[src/rtl/fsrc_pkg.sv]
package fsrc_pkg;

    localparam int unsigned ADC_W  = 12;
    localparam int unsigned CH_W   = 4;
    localparam int unsigned PCT_W  = 7;
    localparam logic [ADC_W-1:0] ADC_TOP = 12'd4095;

    typedef enum logic [1:0] {
        FUNC_MEASURE = 2'd0,
        FUNC_CAL     = 2'd1,
        FUNC_LOAD    = 2'd2,
        FUNC_NONE    = 2'd3
    } func_t;

    localparam logic CFG_DB_FLOOR    = 1'b0;
    localparam logic CFG_RISE_MARGIN = 1'b1;

    typedef struct packed {
        logic [1:0]       func;
        logic [CH_W-1:0]  channel;
        logic [ADC_W-1:0] sample_a;
        logic [ADC_W-1:0] sample_b;
        logic [ADC_W-1:0] sample_c;
        logic [ADC_W-1:0] sample_d;
        logic [ADC_W-1:0] sample_e;
        logic [ADC_W-1:0] load_idle;
        logic [ADC_W-1:0] load_deadband;
    } in_item_t;

    typedef struct packed {
        logic [CH_W-1:0]  out_channel;
        logic [ADC_W-1:0] smoothed_level;
        logic [PCT_W-1:0] press_percent;
        logic             cal_done;
        logic [ADC_W-1:0] idle_level;
        logic [ADC_W-1:0] deadband_level;
        logic             load_rejected;
    } out_item_t;

    // classified command passed from front end to back end
    typedef struct packed {
        logic [1:0]       func;
        logic [CH_W-1:0]  channel;
        logic             in_range;
        logic [ADC_W-1:0] median;
        logic [ADC_W-1:0] load_idle;
        logic [ADC_W-1:0] load_deadband;
    } cmd_t;

    function automatic logic [ADC_W-1:0] med3(input logic [ADC_W-1:0] a,
                                              input logic [ADC_W-1:0] b,
                                              input logic [ADC_W-1:0] c);
        logic [ADC_W-1:0] lo;
        logic [ADC_W-1:0] hi;
        lo = (a < b) ? a : b;
        hi = (a < b) ? b : a;
        if (c <= lo)
            return lo;
        else if (c >= hi)
            return hi;
        else
            return c;
    endfunction

endpackage

[src/rtl/fsrc_front.sv]
module fsrc_front #(
    parameter int unsigned CHANNELS = 9
) (
    input  logic              clk,
    input  logic              rst_n,
    input  logic              in_valid,
    output logic              in_ready,
    input  fsrc_pkg::in_item_t in_item,
    output logic              cmd_valid,
    input  logic              cmd_ready,
    output fsrc_pkg::cmd_t    cmd
);
    import fsrc_pkg::*;

    // stage 1: sorting network pieces; stage 2: median select
    logic [ADC_W-1:0] lo_ab_reg, hi_ab_reg, lo_cd_reg, hi_cd_reg, e_reg;
    logic [ADC_W-1:0] lo_ab_next, hi_ab_next, lo_cd_next, hi_cd_next;
    in_item_t         s1_reg;
    logic             s1_valid_reg;
    cmd_t             cmd_reg;
    logic             cmd_valid_reg;
    logic [ADC_W-1:0] m_lo, m_hi, med;
    logic             s2_free;

    assign s2_free  = !cmd_valid_reg || cmd_ready;
    assign in_ready = !s1_valid_reg || s2_free;

    always_comb
    begin
        lo_ab_next = (in_item.sample_a < in_item.sample_b) ? in_item.sample_a : in_item.sample_b;
        hi_ab_next = (in_item.sample_a < in_item.sample_b) ? in_item.sample_b : in_item.sample_a;
        lo_cd_next = (in_item.sample_c < in_item.sample_d) ? in_item.sample_c : in_item.sample_d;
        hi_cd_next = (in_item.sample_c < in_item.sample_d) ? in_item.sample_d : in_item.sample_c;
    end

    // drop the lowest of the two pair minima and the highest of the two pair maxima,
    // then the median of five is the median of the remaining three
    always_comb
    begin
        m_lo = (lo_ab_reg > lo_cd_reg) ? lo_ab_reg : lo_cd_reg;
        m_hi = (hi_ab_reg < hi_cd_reg) ? hi_ab_reg : hi_cd_reg;
        med  = med3(m_lo, m_hi, e_reg);
    end

    always_ff @(posedge clk or negedge rst_n)
    begin
        if (!rst_n)
        begin
            s1_valid_reg  <= 1'b0;
            cmd_valid_reg <= 1'b0;
        end
        else
        begin
            if (in_ready)
                s1_valid_reg <= in_valid;
            if (s2_free)
                cmd_valid_reg <= s1_valid_reg;
        end
    end

    always_ff @(posedge clk)
    begin
        if (in_ready && in_valid)
        begin
            s1_reg    <= in_item;
            lo_ab_reg <= lo_ab_next;
            hi_ab_reg <= hi_ab_next;
            lo_cd_reg <= lo_cd_next;
            hi_cd_reg <= hi_cd_next;
            e_reg     <= in_item.sample_e;
        end
        if (s2_free && s1_valid_reg)
        begin
            cmd_reg.func          <= s1_reg.func;
            cmd_reg.channel       <= s1_reg.channel;
            cmd_reg.in_range      <= ({28'd0, s1_reg.channel} < CHANNELS);
            cmd_reg.median        <= med;
            cmd_reg.load_idle     <= s1_reg.load_idle;
            cmd_reg.load_deadband <= s1_reg.load_deadband;
        end
    end

    assign cmd_valid = cmd_valid_reg;
    assign cmd       = cmd_reg;

    a_hold: assert property (@(posedge clk) disable iff (!rst_n)
        cmd_valid && !cmd_ready |=> cmd_valid && $stable(cmd))
        else $error("front output changed while stalled");
    a_med_bound: assert property (@(posedge clk) disable iff (!rst_n)
        s1_valid_reg |-> (med >= m_lo || med >= e_reg))
        else $error("median below both candidates");
    a_range: assert property (@(posedge clk) disable iff (!rst_n)
        cmd_valid && cmd.in_range |-> ({28'd0, cmd.channel} < CHANNELS))
        else $error("range flag wrong");

endmodule

[src/rtl/fsrc_queue.sv]
module fsrc_queue #(
    parameter int unsigned WIDTH = 8
) (
    input  logic             clk,
    input  logic             rst_n,
    input  logic             wr_valid,
    output logic             wr_ready,
    input  logic [WIDTH-1:0] wr_data,
    output logic             rd_valid,
    input  logic             rd_ready,
    output logic [WIDTH-1:0] rd_data
);
    // two-entry queue
    logic [WIDTH-1:0] mem_reg [2];
    logic             wp_reg, rp_reg;
    logic [1:0]       cnt_reg;

    assign wr_ready = (cnt_reg != 2'd2);
    assign rd_valid = (cnt_reg != 2'd0);
    assign rd_data  = mem_reg[rp_reg];

    always_ff @(posedge clk or negedge rst_n)
    begin
        if (!rst_n)
        begin
            wp_reg  <= 1'b0;
            rp_reg  <= 1'b0;
            cnt_reg <= 2'd0;
        end
        else
        begin
            if (wr_valid && wr_ready)
                wp_reg <= ~wp_reg;
            if (rd_valid && rd_ready)
                rp_reg <= ~rp_reg;
            cnt_reg <= cnt_reg + {1'b0, wr_valid && wr_ready} - {1'b0, rd_valid && rd_ready};
        end
    end

    always_ff @(posedge clk)
    begin
        if (wr_valid && wr_ready)
            mem_reg[wp_reg] <= wr_data;
    end

    a_cnt: assert property (@(posedge clk) disable iff (!rst_n) cnt_reg != 2'd3)
        else $error("queue count overflow");
    a_ptr: assert property (@(posedge clk) disable iff (!rst_n)
        (cnt_reg == 2'd0 || cnt_reg == 2'd2) |-> wp_reg == rp_reg)
        else $error("queue pointers inconsistent");
    a_nofull: assert property (@(posedge clk) disable iff (!rst_n)
        cnt_reg == 2'd1 |-> wp_reg != rp_reg)
        else $error("queue pointers inconsistent");

endmodule

[src/rtl/fsrc_back.sv]
module fsrc_back #(
    parameter int unsigned CHANNELS    = 9,
    parameter int unsigned CAL_SAMPLES = 180,
    parameter int unsigned CAL_SKIP    = 20
) (
    input  logic                 clk,
    input  logic                 rst_n,
    input  logic                 cmd_valid,
    output logic                 cmd_ready,
    input  fsrc_pkg::cmd_t       cmd,
    input  logic [11:0]          db_floor,
    input  logic [11:0]          rise_margin,
    output logic                 out_valid,
    input  logic                 out_ready,
    output fsrc_pkg::out_item_t  out_item
);
    import fsrc_pkg::*;

    localparam int unsigned CAL_N = CAL_SAMPLES - CAL_SKIP;
    localparam logic [7:0]  CAL_SAMPLES_C = 8'(CAL_SAMPLES);
    localparam logic [7:0]  CAL_SKIP_C    = 8'(CAL_SKIP);
    localparam int unsigned NSTEP = 20;  // quotient bits for the percent division
    // total / CAL_N by reciprocal multiply; exact for totals up to CAL_N * 4095
    localparam int unsigned RCP_SH = 28;
    localparam logic [25:0] CAL_RCP =
        26'(((64'd1 << RCP_SH) + 64'(CAL_N) - 64'd1) / 64'(CAL_N));

    typedef enum logic [2:0] {
        S_IDLE, S_READ, S_PCT, S_DIV, S_CALDIV, S_OUT
    } state_t;

    state_t            state_reg;
    cmd_t              c_reg;
    logic [ADC_W-1:0]  smoothed_reg [CHANNELS];
    logic [ADC_W-1:0]  idle_reg     [CHANNELS];
    logic [ADC_W-1:0]  deadband_reg [CHANNELS];
    logic [PCT_W-1:0]  display_reg  [CHANNELS];
    logic [7:0]        cal_count_reg;
    logic [19:0]       cal_total_reg;
    logic [ADC_W-1:0]  cal_lowest_reg, cal_highest_reg, cal_smoothed_reg;
    logic [ADC_W-1:0]  s_reg, den_reg;
    logic [ADC_W-1:0]  sm_cur, idle_cur, db_cur;
    logic [PCT_W-1:0]  disp_cur;
    logic [19:0]       rem_reg, quo_reg, num_reg;
    logic [4:0]        step_reg;
    logic              done_reg, rej_reg;
    out_item_t         out_reg;
    logic              out_valid_reg;
    logic [CH_W-1:0]   ch;

    assign ch       = c_reg.channel;
    assign sm_cur   = smoothed_reg[ch];
    assign idle_cur = idle_reg[ch];
    assign db_cur   = deadband_reg[ch];
    assign disp_cur = display_reg[ch];

    assign cmd_ready = (state_reg == S_IDLE);
    assign out_valid = out_valid_reg;
    assign out_item  = out_reg;

    // measure smoothing
    logic [13:0] ms_sum;
    logic [ADC_W-1:0] ms_new;
    // calibration smoothing
    logic [ADC_W-1:0] cp;
    logic [15:0] cs_sum;
    logic [ADC_W-1:0] cs_new;
    logic [7:0]  cnt_inc;
    logic [12:0] base, thr_base;
    logic [13:0] thr;
    logic [12:0] ld_sum;
    always_comb
    begin
        ms_sum  = 14'(sm_cur) * 14'd3 + 14'(c_reg.median) + 14'd2;
        ms_new  = (sm_cur == '0) ? c_reg.median : ms_sum[13:2];
        cp      = (cal_count_reg == 8'd0) ? sm_cur : cal_smoothed_reg;
        cs_sum  = 16'(cp) * 16'd7 + 16'(c_reg.median) + 16'd4;
        cs_new  = (cp == '0) ? c_reg.median : cs_sum[14:3];
        cnt_inc = cal_count_reg + 8'd1;
        base    = 13'(idle_cur) + 13'(db_cur);
        thr_base = base;
        thr     = 14'(thr_base) + 14'(rise_margin);
        ld_sum  = 13'(c_reg.load_idle) + 13'(c_reg.load_deadband);
    end

    // display smoothing with quotient of percent division
    logic [PCT_W-1:0] pct, tgt, dnew, diff;
    logic [PCT_W:0]   up_s, dn_s;
    logic [PCT_W-1:0] step_up, step_dn;
    always_comb
    begin
        pct  = (quo_reg > 20'd100) ? 7'd100 : quo_reg[6:0];
        tgt  = (pct < 7'd3) ? 7'd0 : pct;
        dnew = disp_cur;
        diff = '0;
        up_s = '0;
        dn_s = '0;
        step_up = '0;
        step_dn = '0;
        if (tgt > disp_cur)
        begin
            diff = tgt - disp_cur;
            up_s = {1'b0, diff} + 8'd2;
            // x * 171 >> 9 equals x / 3 for x up to 102
            step_up = 7'((16'(up_s) * 16'd171) >> 9);
            dnew = disp_cur + ((step_up == '0) ? 7'd1 : step_up);
        end
        else if (tgt < disp_cur)
        begin
            diff = disp_cur - tgt;
            dn_s = {1'b0, diff} + 8'd1;
            step_dn = dn_s[7:1];
            dnew = disp_cur - ((step_dn == '0) ? 7'd1 : step_dn);
        end
        if (dnew < 7'd3)
            dnew = '0;
    end

    // restoring divider step for the percent
    logic [20:0] trial;
    logic [19:0] rem_sh;
    always_comb
    begin
        rem_sh = {rem_reg[18:0], num_reg[19]};
        trial  = {1'b0, rem_sh} - 21'(den_reg);
    end

    // calibration average
    logic [45:0]      cal_prod;
    logic [17:0]      cal_q;
    logic [ADC_W-1:0] cal_idle;
    always_comb
    begin
        cal_prod = 46'(num_reg) * 46'(CAL_RCP);
        cal_q    = cal_prod[45:RCP_SH];
        cal_idle = (cal_q > 18'(ADC_TOP)) ? ADC_TOP : cal_q[11:0];
    end

    always_ff @(posedge clk or negedge rst_n)
    begin
        if (!rst_n)
        begin
            state_reg        <= S_IDLE;
            out_valid_reg    <= 1'b0;
            cal_count_reg    <= '0;
            cal_total_reg    <= '0;
            cal_lowest_reg   <= ADC_TOP;
            cal_highest_reg  <= '0;
            cal_smoothed_reg <= '0;
            for (int i = 0; i < CHANNELS; i++)
            begin
                smoothed_reg[i] <= '0;
                idle_reg[i]     <= '0;
                deadband_reg[i] <= '0;
                display_reg[i]  <= '0;
            end
        end
        else
        begin
            if (out_valid_reg && out_ready && state_reg != S_OUT)
                out_valid_reg <= 1'b0;
            unique case (state_reg)
                S_IDLE:
                begin
                    if (cmd_valid)
                    begin
                        c_reg     <= cmd;
                        done_reg  <= 1'b0;
                        rej_reg   <= 1'b0;
                        state_reg <= S_READ;
                    end
                end
                S_READ:
                begin
                    state_reg <= S_OUT;
                    if (c_reg.in_range)
                    begin
                        unique case (func_t'(c_reg.func))
                            FUNC_MEASURE:
                            begin
                                smoothed_reg[ch] <= ms_new;
                                s_reg <= ms_new;
                                state_reg <= S_PCT;
                            end
                            FUNC_CAL:
                            begin
                                cal_smoothed_reg <= cs_new;
                                cal_count_reg    <= cnt_inc;
                                if (cal_count_reg >= CAL_SKIP_C)
                                begin
                                    cal_total_reg <= cal_total_reg + 20'(cs_new);
                                    if (cs_new < cal_lowest_reg)
                                        cal_lowest_reg <= cs_new;
                                    if (cs_new > cal_highest_reg)
                                        cal_highest_reg <= cs_new;
                                end
                                if (cnt_inc >= CAL_SAMPLES_C)
                                begin
                                    num_reg   <= (cal_count_reg >= CAL_SKIP_C)
                                                 ? cal_total_reg + 20'(cs_new)
                                                 : cal_total_reg;
                                    state_reg <= S_CALDIV;
                                end
                            end
                            FUNC_LOAD:
                            begin
                                if (ld_sum >= 13'(ADC_TOP))
                                    rej_reg <= 1'b1;
                                else
                                begin
                                    idle_reg[ch]     <= c_reg.load_idle;
                                    deadband_reg[ch] <= c_reg.load_deadband;
                                    smoothed_reg[ch] <= c_reg.load_idle;
                                    display_reg[ch]  <= '0;
                                end
                            end
                            default: ;
                        endcase
                    end
                end
                S_PCT:
                begin
                    // idle tracking uses the values before this update
                    if (idle_cur > db_cur && 13'(s_reg) + 13'(db_cur) < 13'(idle_cur))
                        idle_reg[ch] <= s_reg;
                    den_reg     <= ADC_TOP - base[11:0];
                    rem_reg     <= '0;
                    quo_reg     <= '0;
                    if (14'(s_reg) <= thr || base >= 13'(ADC_TOP))
                    begin
                        num_reg  <= '0;
                        step_reg <= 5'd0;
                    end
                    else
                    begin
                        // (lvl - base) * 100 as the 20-bit dividend for the 20 step division
                        num_reg  <= 20'((s_reg - base[11:0]) * 19'd100);
                        step_reg <= 5'(NSTEP);
                    end
                    state_reg <= S_DIV;
                end
                S_DIV:
                begin
                    if (step_reg != 5'd0)
                    begin
                        num_reg  <= {num_reg[18:0], 1'b0};
                        step_reg <= step_reg - 5'd1;
                        if (!trial[20])
                        begin
                            rem_reg <= trial[19:0];
                            quo_reg <= {quo_reg[18:0], 1'b1};
                        end
                        else
                        begin
                            rem_reg <= rem_sh;
                            quo_reg <= {quo_reg[18:0], 1'b0};
                        end
                    end
                    else
                    begin
                        display_reg[ch] <= dnew;
                        state_reg <= S_OUT;
                    end
                end
                S_CALDIV:
                begin
                    idle_reg[ch]     <= cal_idle;
                    smoothed_reg[ch] <= cal_idle;
                    deadband_reg[ch] <= ((cal_highest_reg > cal_lowest_reg ?
                                         cal_highest_reg - cal_lowest_reg : 12'd0)
                                         > db_floor)
                                        ? cal_highest_reg - cal_lowest_reg
                                        : db_floor;
                    display_reg[ch]  <= '0;
                    done_reg         <= 1'b1;
                    cal_count_reg    <= '0;
                    cal_total_reg    <= '0;
                    cal_lowest_reg   <= ADC_TOP;
                    cal_highest_reg  <= '0;
                    cal_smoothed_reg <= '0;
                    state_reg <= S_OUT;
                end
                S_OUT:
                begin
                    if (!out_valid_reg || out_ready)
                    begin
                        out_valid_reg <= 1'b1;
                        out_reg.out_channel <= ch;
                        if (c_reg.in_range)
                        begin
                            out_reg.smoothed_level <= sm_cur;
                            out_reg.press_percent  <= disp_cur;
                            out_reg.idle_level     <= idle_cur;
                            out_reg.deadband_level <= db_cur;
                        end
                        else
                        begin
                            out_reg.smoothed_level <= '0;
                            out_reg.press_percent  <= '0;
                            out_reg.idle_level     <= '0;
                            out_reg.deadband_level <= '0;
                        end
                        out_reg.cal_done      <= done_reg;
                        out_reg.load_rejected <= rej_reg;
                        state_reg <= S_IDLE;
                    end
                end
                default: state_reg <= S_IDLE;
            endcase
        end
    end

    a_stall: assert property (@(posedge clk) disable iff (!rst_n)
        out_valid && !out_ready |=> out_valid && $stable(out_item))
        else $error("result changed while stalled");
    a_excl: assert property (@(posedge clk) disable iff (!rst_n)
        out_valid |-> !(out_item.cal_done && out_item.load_rejected))
        else $error("done and rejected together");
    a_pct: assert property (@(posedge clk) disable iff (!rst_n)
        out_valid |-> out_item.press_percent <= 7'd100)
        else $error("percent out of range");
    a_cnt: assert property (@(posedge clk) disable iff (!rst_n)
        cal_count_reg <= CAL_SAMPLES_C)
        else $error("calibration count overrun");

endmodule

[src/rtl/fsr_channel_conditioner.sv]
// Back end: load, calibration and unused codes pass from the read state to output;
// a calibration item that ends its pass adds a divide state, a measure item the percent
// and divider states (up to 20 divider steps). The back end takes one item at a time;
// the front end and a two-entry queue take up to four more items meanwhile.
// Reset (rst_n, asynchronous, active low) clears all channel state, the calibration
// pass and sets the deadband floor to 70 and the rise margin to 80.
module fsr_channel_conditioner #(
    parameter int unsigned CHANNELS    = 9,
    parameter int unsigned CAL_SAMPLES = 180,
    parameter int unsigned CAL_SKIP    = 20
) (
    input  logic                clk,
    input  logic                rst_n,
    input  logic                in_valid,
    output logic                in_ready,
    input  fsrc_pkg::in_item_t  in_item,
    output logic                out_valid,
    input  logic                out_ready,
    output fsrc_pkg::out_item_t out_item,
    input  logic                cfg_we,
    input  logic                cfg_index,
    input  logic [11:0]         cfg_data
);
    import fsrc_pkg::*;

    logic [11:0] db_floor_reg, rise_margin_reg;
    logic        f_valid, f_ready, q_valid, q_ready;
    cmd_t        f_cmd, q_cmd;

    always_ff @(posedge clk or negedge rst_n)
    begin
        if (!rst_n)
        begin
            db_floor_reg    <= 12'd70;
            rise_margin_reg <= 12'd80;
        end
        else if (cfg_we)
        begin
            if (cfg_index == CFG_DB_FLOOR)
                db_floor_reg <= cfg_data;
            else if (cfg_index == CFG_RISE_MARGIN)
                rise_margin_reg <= cfg_data;
        end
    end

    fsrc_front #(.CHANNELS(CHANNELS)) u_front (
        .clk, .rst_n, .in_valid, .in_ready, .in_item,
        .cmd_valid(f_valid), .cmd_ready(f_ready), .cmd(f_cmd)
    );

    fsrc_queue #(.WIDTH($bits(cmd_t))) u_queue (
        .clk, .rst_n,
        .wr_valid(f_valid), .wr_ready(f_ready), .wr_data(f_cmd),
        .rd_valid(q_valid), .rd_ready(q_ready), .rd_data(q_cmd)
    );

    fsrc_back #(
        .CHANNELS(CHANNELS), .CAL_SAMPLES(CAL_SAMPLES), .CAL_SKIP(CAL_SKIP)
    ) u_back (
        .clk, .rst_n,
        .cmd_valid(q_valid), .cmd_ready(q_ready), .cmd(q_cmd),
        .db_floor(db_floor_reg), .rise_margin(rise_margin_reg),
        .out_valid, .out_ready, .out_item
    );

endmodule
[config.mk]
export PLATFORM = sky130hd
export DESIGN_NAME = fsr_channel_conditioner
export DESIGN_NICKNAME = d
export VERILOG_FILES = /design/src/rtl/fsrc_pkg.sv /design/src/rtl/fsrc_front.sv /design/src/rtl/fsrc_queue.sv /design/src/rtl/fsrc_back.sv /design/src/rtl/fsr_channel_conditioner.sv
export SDC_FILE = /design/constraint.sdc
export NUM_CORES = 2
export LEC_CHECK = 0
export ABC_CLOCK_PERIOD_IN_PS = 8700
export BUFFER_PORTS_ARGS = -buffer_cell sky130_fd_sc_hd__buf_4
export CORE_MARGIN = 2
export CORE_UTILIZATION = 58
export CTS_CLUSTER_SIZE = 24
export DETAILED_ROUTE_END_ITERATION = 8
export PLACE_DENSITY = 0.78
export SLEW_MARGIN = 20
export SYNTH_ARGS = -nofsm -noshare
export SYNTH_HDL_FRONTEND = slang
export SYNTH_SLANG_ARGS = --single-unit
[constraint.sdc]
create_clock -name clk -period 8.7 [get_ports clk]
set_input_delay 0.435 -clock clk [delete_from_list [all_inputs] [get_ports clk]]
set_output_delay 0.435 -clock clk [all_outputs]
set_load 0.02 [all_outputs]
### Word-level counts from Yosys, hierarchy flattened

Memory sizes are Yosys's and may differ from the RTL's. A register that Yosys moved wholly into a read port is not among the register bits.
Index checks and enable logic that the tools add are counted.

* flip-flop bits (word level): 757
* bits in latches: 0
* RAM bits: 86
* memory bits (read-only): 0
* output and inout bits: 51
* logic and storage cells: 335
* memories kept: 1

Memory list
* u_queue.mem_reg: words 2, width 43, rd ports 1, clocked after memory_dff 1, write ports 1, RTL line fsrc_queue.sv:14 `logic [WIDTH-1:0] mem_reg [2];`

* add/sub/neg operators: 23
* multipliers: 5
* div/mod/pow operators: 0
* order comparisons: 27
* equal/unequal tests: 25
* shift operators: 0
* muxes and demuxes: 119
* bitwise gates (word level): 6
* reductions and logical operators: 49

Operators by type and width (count)
* 108-bit two-way mux: 9
* 108-bit bitwise mux: 8
* 108-bit case mux with 2 select lines: 3
* 12-bit two-way mux: 33
* 108-bit case mux with 3 select lines: 1
* 63-bit two-way mux: 4
* 63-bit case mux with 3 select lines: 1
* 20-bit two-way mux: 9
* 12-bit binary-select mux with 4-bit select: 3
* 20-bit case mux with 2 select lines: 2
* 12-bit case mux with 2 select lines: 3
* 7-bit two-way mux: 10
* 63-bit bitwise AND: 1
* 63-bit bitwise mux: 1
* 63-bit NOT: 1
* 12-bit greater-than comparator: 5
* 12-bit less-than comparator: 5
* 20-bit case mux with 3 select lines: 1
* 12-bit demux with 4-bit select: 1
* 20-bit by 20-bit multiplier with 40-bit output (second input constant): 1
* 12-bit by 12-bit adder with 13-bit output: 3
* 19-bit two-way mux: 2
* 19-bit case mux with 2 select lines: 1
* 7-bit binary-select mux with 4-bit select: 1
* 74 further kinds: 145

### Depth between registers and ports, before layout

* depth in word-level cells: 16
* gate-level depth with buffers: 46
* gate-level depth less buffers: 40

### Hierarchy

Synthesis repeated with hierarchy kept, for this count alone.

* cells, all modules: 5351
* area, all modules: 59190.5 um2

Modules (own cells, without submodules)
* fsrc_back: times used 1, cells each 4573, area each 47405.5 um2
* fsrc_front: times used 1, cells each 570, area each 7508.5 um2
* fsrc_queue: times used 1, cells each 156, area each 3316.9 um2
* fsr_channel_conditioner: times used 1, cells each 52, area each 959.7 um2

### Worst setup path before layout

OpenSTA, ideal clock, no wires.

* path type: register to register
* from: register u_back.c_reg (netlist bit u_back.ch[0])
* to: register u_back.display_reg[56] (netlist bit)
* setup time: 0.172 ns
* data arrival time: 8.611 ns
* setup slack: -0.083 ns
* cell stages (with the launch flop): 41
* cell sequence: edfxtp_1 > buf_6 > buf_8 > buf_12 > mux2i_1 > nor2_1 > o32ai_1 > inv_1 > ha_1 > inv_1 > fa_1 > a21o_1 > a21oi_1 > xnor2_1 > and2_1 > nand2_1 > xnor2_1 > inv_1 > [... 5 more ...] > o41ai_4 > nor2b_1 > o21bai_1 > a21oi_1 > xnor2_1 > nor3_1 > a22o_1 > ha_1 > fa_1 > a21o_1 > a21oi_1 > o21bai_1 > a21oi_1 > xnor3_1 > o22ai_2 > mux2_2 > a32oi_2 > a22oi_1

* cells in the longest elaborated chain, start to end: 16

Ends and longest elaborated chain
* start, declared: RTL line fsrc_back.sv:33 `cmd_t c_reg;`
* start signal, assigned: RTL line fsrc_back.sv:167 `c_reg <= cmd;`
* 4-bit NOT with 5-bit output (implied by the code) *: RTL line fsrc_back.sv:55 `assign disp_cur = display_reg[ch];`
* 7-bit binary-select mux with 4-bit select *: RTL line fsrc_back.sv:55
* 7-bit two-way mux (implied by the code) * (2 in series): RTL line fsrc_back.sv:55
* via u_back.disp_cur[0]: RTL line fsrc_back.sv:43 `logic [PCT_W-1:0] disp_cur;`
* 7-bit subtractor (on tied branches): RTL line fsrc_back.sv:102, fsrc_back.sv:110
* 7-bit by 2-bit adder with 8-bit output or 7-bit by 1-bit adder with 8-bit output (tied branches): RTL line fsrc_back.sv:103, fsrc_back.sv:111
* 8-bit by 8-bit multiplier with 16-bit output or 7-bit zero test (tied branches): RTL line fsrc_back.sv:105, fsrc_back.sv:113
* 7-bit zero test or 7-bit two-way mux (tied branches): RTL line fsrc_back.sv:106, fsrc_back.sv:113
* 7-bit two-way mux or 7-bit subtractor (tied branches): RTL line fsrc_back.sv:106, fsrc_back.sv:113
* 7-bit adder or 7-bit two-way mux (tied branches): RTL line fsrc_back.sv:106, fsrc_back.sv:108
* 7-bit two-way mux *: RTL line fsrc_back.sv:100 `if (tgt > disp_cur)`
* 7-bit by 2-bit less-than comparator with 1-bit output: RTL line fsrc_back.sv:115 `if (dnew < 7'd3)`
* 7-bit two-way mux *: RTL line fsrc_back.sv:115
* 63-bit bitwise mux *: RTL line fsrc_back.sv:261 `display_reg[ch] <= dnew;`
* 63-bit two-way mux *: RTL line fsrc_back.sv:244 `if (step_reg != 5'd0)`
* 63-bit case mux with 3 select lines *: RTL line fsrc_back.sv:162 `unique case (state_reg)`
* end signal, assigned by index: RTL line fsrc_back.sv:261
* end, declared: RTL line fsrc_back.sv:37 `logic [PCT_W-1:0] display_reg [CHANNELS];`

Mark *: on every way through the listed nets, which the timed path passes. The rest lies on a longest branch. The select of a mux whose other input is x is not followed.
A chain may end at the register's enable or synchronous reset.

### Worst setup path after layout

* from: register u_back.c_reg (netlist bit u_back.ch[0])
* to: register u_back.display_reg[7] (netlist bit)

* cells in the longest elaborated chain, start to end: 16

Ends and longest elaborated chain (RTL line)
* 4-bit NOT with 5-bit output (implied by the code) *
* 7-bit binary-select mux with 4-bit select: fsrc_back.sv:55
* 7-bit two-way mux (implied by the code) (2 in series): fsrc_back.sv:55
* 7-bit subtractor (on tied branches): fsrc_back.sv:102, fsrc_back.sv:110
* 7-bit by 2-bit adder with 8-bit output or 7-bit by 1-bit adder with 8-bit output (tied branches): fsrc_back.sv:103, fsrc_back.sv:111
* 8-bit by 8-bit multiplier with 16-bit output or 7-bit zero test (tied branches): fsrc_back.sv:105, fsrc_back.sv:113
* 7-bit zero test or 7-bit two-way mux (tied branches): fsrc_back.sv:106, fsrc_back.sv:113
* 7-bit two-way mux or 7-bit subtractor (tied branches): fsrc_back.sv:106, fsrc_back.sv:113
* 7-bit adder or 7-bit two-way mux (tied branches): fsrc_back.sv:106, fsrc_back.sv:108
* 7-bit two-way mux: fsrc_back.sv:100
* 7-bit by 2-bit less-than comparator with 1-bit output: fsrc_back.sv:115
* 7-bit two-way mux: fsrc_back.sv:115
* 63-bit bitwise mux: fsrc_back.sv:261
* 63-bit two-way mux: fsrc_back.sv:244
* 63-bit case mux with 3 select lines *: fsrc_back.sv:162

Every way passes the cells marked *; elsewhere a longest branch is shown, timed or not. The select of a mux whose other input is x is not followed.

==> metrics.log <==
INFO  metric outcome = finished, violations left
INFO  metric failing_checks = negative setup slack
INFO  metric max-slew-margin-rel = 0.252
INFO  metric synth_area_per_cell = about 11 um2
INFO  metric postRouteAntennaNets = 0
INFO  metric grt_setup_unrepaired = yes
INFO  metric synth_sequential_area_ratio = 0.412
INFO  metric postSynthCellCount = ~5400
INFO  metric grt_use_total = 0.301
INFO  metric crit_fanout = 8
INFO  metric detailroute.via_count = 43300
INFO  metric finalNetCount = between 6000 and 7000
INFO  metric floorplan.die.height = around 320 um
INFO  metric placeableCoreArea = between 100000 and 150000 um2
INFO  metric achievable-frequency = approximately 0.11 GHz
INFO  metric cp_top_family = compound AO/OA/AOI/OAI gates
INFO  metric grt_max_degree = around 170
INFO  metric worstSetupPathType = flop to flop
INFO  metric finalSetupViolCount = 27
INFO  metric ratio_of_cells_with_drive_above_1_in_the_final_layout = 0.179
INFO  metric grt.overflow.total = 0
INFO  metric synthArstFlopShare = 0.547
INFO  metric final-hold-violation-count = 0
INFO  metric timing.clock.skew = slightly below 0.06 ns
INFO  metric antenna-diode-count = 0
INFO  metric cpPeakStageDelay = 0.60 ns
INFO  metric synthesis.yosys.warnings = 0
INFO  metric critPathLaunchType = flop
INFO  metric clockRootBuffer = sky130_fd_sc_hd__clkbuf_16
INFO  metric dp_hpwl = roughly 110000 um
INFO  metric die_x = roughly 320 um
INFO  metric critical_path_required = 9.20 ns
INFO  metric tritoncts_num_sinks = 886
INFO  metric drt-pass1-iter-count = 6
INFO  metric fill_cells = 7433
INFO  metric worstPathBufferInverterCount = 6
INFO  metric grt_pass1_wl = between 200000 and 250000 um
INFO  metric synthesis.area = 58700 um2
INFO  metric rows = roughly 120
INFO  metric ys.flop_type = sky130_fd_sc_hd__dfrtp_1
INFO  metric layout_setup_ws = -0.169 ns
INFO  metric area_growth_syn_to_fin = 13.1%
INFO  metric final_max_slew_viol_count = 0
INFO  metric worst_path_clk_slew = ~0.060 ns
INFO  metric hold_class = input port to flop
INFO  metric mostFrequentLayoutCell = sky130_fd_sc_hd__inv_1
INFO  metric clock_insertion_delay_worst_skew = about 0.69 ns
INFO  metric synth_enable_flop_cells = roughly 400
INFO  metric globalplace.congestion = between 0.9 and 1
INFO  metric placed_area = ~62000 um2
INFO  metric post-route-cell-area = roughly 66000 um2
INFO  metric cts_htree_levels = 3
INFO  metric grt_antenna_before_repair = 2
INFO  metric synth.ff_latch_count = 886
INFO  metric cap_violations = 0
INFO  metric pin_count = approximately 160
INFO  metric detail_route.wl_per_cell = around 22 um
INFO  metric tritoncts_clock_tree = yes
INFO  metric io_buffers = between 150 and 200
INFO  metric post_drt_via_cell_ratio = between 6 and 7
INFO  metric mostFrequentLayoutCells = sky130_fd_sc_hd__inv_1, sky130_fd_sc_hd__ha_1, sky130_fd_sc_hd__nor2_1
INFO  metric floorplan.initialDensity = 0.586
INFO  metric syn_nets = 6321
INFO  metric cp_data_arrival_time = between 9 and 10 ns
INFO  metric tritoncts.num_buffers = between 90 and 100
INFO  metric critPathCaptureType = flop
INFO  metric drc_errors = 0
INFO  metric finalWirelength = about 160000 um
INFO  metric totalNegativeSetupSlack = -2.72 ns
INFO  metric worst_margin_slew = around 1.1 ns
INFO  metric layout_worst_path_cycle_share = 1.02
INFO  metric dr.first_iter.drc_count = approximately 4000
INFO  metric fp.dieArea = just over 100000 um2
INFO  metric finalWorstPathRequiredPeriod = between 8 and 9 ns
INFO  metric clock_path_buffers = 3
INFO  metric first_global_vias = ~43000
INFO  metric synth_cell_type_count = 100
INFO  metric slowest_stage = sky130_fd_sc_hd__or4b_4
timing repair:
action	CTS	global route
cloned	0	2
setup buffers	12	6
endpoints found under the hold margin	95	0
gates resized for setup	29	66
hold buffers	45	0
pin swaps	28	27
setup endpoints to repair	35	88
cell usage after synthesis (26+ instances only):
master	n	area share
sky130_fd_sc_hd__o31ai_1	28	0.0036
sky130_fd_sc_hd__nor3_1	66	0.0056
sky130_fd_sc_hd__edfxtp_1	401	0.21
sky130_fd_sc_hd__nor2_1	482	0.031
sky130_fd_sc_hd__and2_1	34	0.0036
sky130_fd_sc_hd__fa_1	206	0.070
sky130_fd_sc_hd__inv_1	614	0.039
sky130_fd_sc_hd__nor2b_1	41	0.0044
sky130_fd_sc_hd__xnor2_1	105	0.016
sky130_fd_sc_hd__o21ai_0	173	0.015
sky130_fd_sc_hd__buf_2	29	0.0025
sky130_fd_sc_hd__mux2i_1	63	0.011
sky130_fd_sc_hd__nand3_1	62	0.0053
sky130_fd_sc_hd__a22oi_1	57	0.0073
sky130_fd_sc_hd__nand4_1	31	0.0033
sky130_fd_sc_hd__o21bai_1	26	0.0033
sky130_fd_sc_hd__or3_1	27	0.0029
sky130_fd_sc_hd__a211oi_1	52	0.0067
sky130_fd_sc_hd__a31oi_1	27	0.0029
sky130_fd_sc_hd__a21o_1	71	0.0091
sky130_fd_sc_hd__nand2_1	281	0.018
sky130_fd_sc_hd__clkbuf_1	144	0.0092
sky130_fd_sc_hd__ha_1	609	0.13
sky130_fd_sc_hd__nand2b_1	34	0.0036
sky130_fd_sc_hd__xor2_1	51	0.0076
sky130_fd_sc_hd__o22ai_1	42	0.0045
sky130_fd_sc_hd__o2111ai_1	27	0.0040
sky130_fd_sc_hd__a21oi_1	409	0.035
sky130_fd_sc_hd__o21a_1	47	0.0060
sky130_fd_sc_hd__mux4_2	78	0.030
sky130_fd_sc_hd__and3_1	36	0.0038
sky130_fd_sc_hd__o221ai_1	32	0.0048
sky130_fd_sc_hd__mux2_2	282	0.054
sky130_fd_sc_hd__dfrtp_1	468	0.20
per-stage QoR:
| stage | utilization | hold slack [ns] | setup WS [ns] | std cells |
|---|---|---|---|---|
| 3_3_place_gp | 0.622 | 0.390 | -0.217 | 6854 |
| 6_report | 0.663 | 0.0259 | -0.169 | 7091 |
| 2_1_floorplan | - | 0.139 | 0.00386 | 5398 |
| 4_1_cts | 0.659 | 0.00217 | 0.000195 | 7085 |
| 5_1_grt | 0.663 | 0.0217 | -0.607 | 7091 |
| 3_5_place_dp | 0.622 | 0.394 | -0.409 | 6854 |
area by class of cell:
cell class              instances  area (um2)  area share
inverters                     620        2330      0.0351
clock inverters                50         517     0.00778
well taps                    1298        1620      0.0245
clock buffers                 124        2550      0.0385
repair buffers                425        3480      0.0524
multi-input cells            3688       31700       0.477
flip-flops and latches        886       24200       0.365
worst reg2reg max path, delay by kind of cell (launching register included):
kind | cells | cell delay [ns]
compound gates | 14 | 2.53
fa+ha+maj | 7 | 2.47
buf+inv | 6 | 0.76
simple gates | 8 | 1.71
mux | 1 | 0.13
xor+xnor | 4 | 0.69
flops | 1 | 0.43
kinds of logic (layout without fill, tap and decap cells):
group | Yosys count | after routing | share of synthesized area
flops | 886 | 886 | 0.412
simple gates | 1152 | 1153 | 0.0888
compound gates | 1138 | 1138 | 0.125
buf+inv | 825 | 1219 | 0.0550
mux | 424 | 424 | 0.0950
fa+ha+maj | 815 | 815 | 0.200
xor+xnor | 158 | 158 | 0.0239
routing by layer:
layer  global-route usage  wire, um
met4                0.107      5740
met5                    0         0
met2                0.481     71300
met1                0.417     64700
met3               0.0505     13300
worst paths after layout:
check                                                  from                                 end  slack [ns]  cells past startpoint
worst max-delay path                 u_back.ch[0]$_DFFE_PP_   u_back.display_reg[7]$_DFFE_PN0P_       -0.17                     40
worst min-delay path                           cfg_data[11]        db_floor_reg[11]$_DFFE_PN0P_        0.03                      3
worst max register to register       u_back.ch[0]$_DFFE_PP_   u_back.display_reg[7]$_DFFE_PN0P_       -0.17                     40
worst min register to register  u_front.s1_reg[4]$_DFFE_PP_            u_front.cmd[4]$_DFFE_PP_        0.41                      0
max in group asynchronous                             rst_n  u_back.display_reg[27]$_DFFE_PN0P_        6.32                      4
min in group asynchronous                             rst_n   u_back.display_reg[4]$_DFFE_PN0P_        0.29                      2
Power is not shown: default switching activity piles up to over one toggle a cycle in this logic, so the estimate is an artifact.
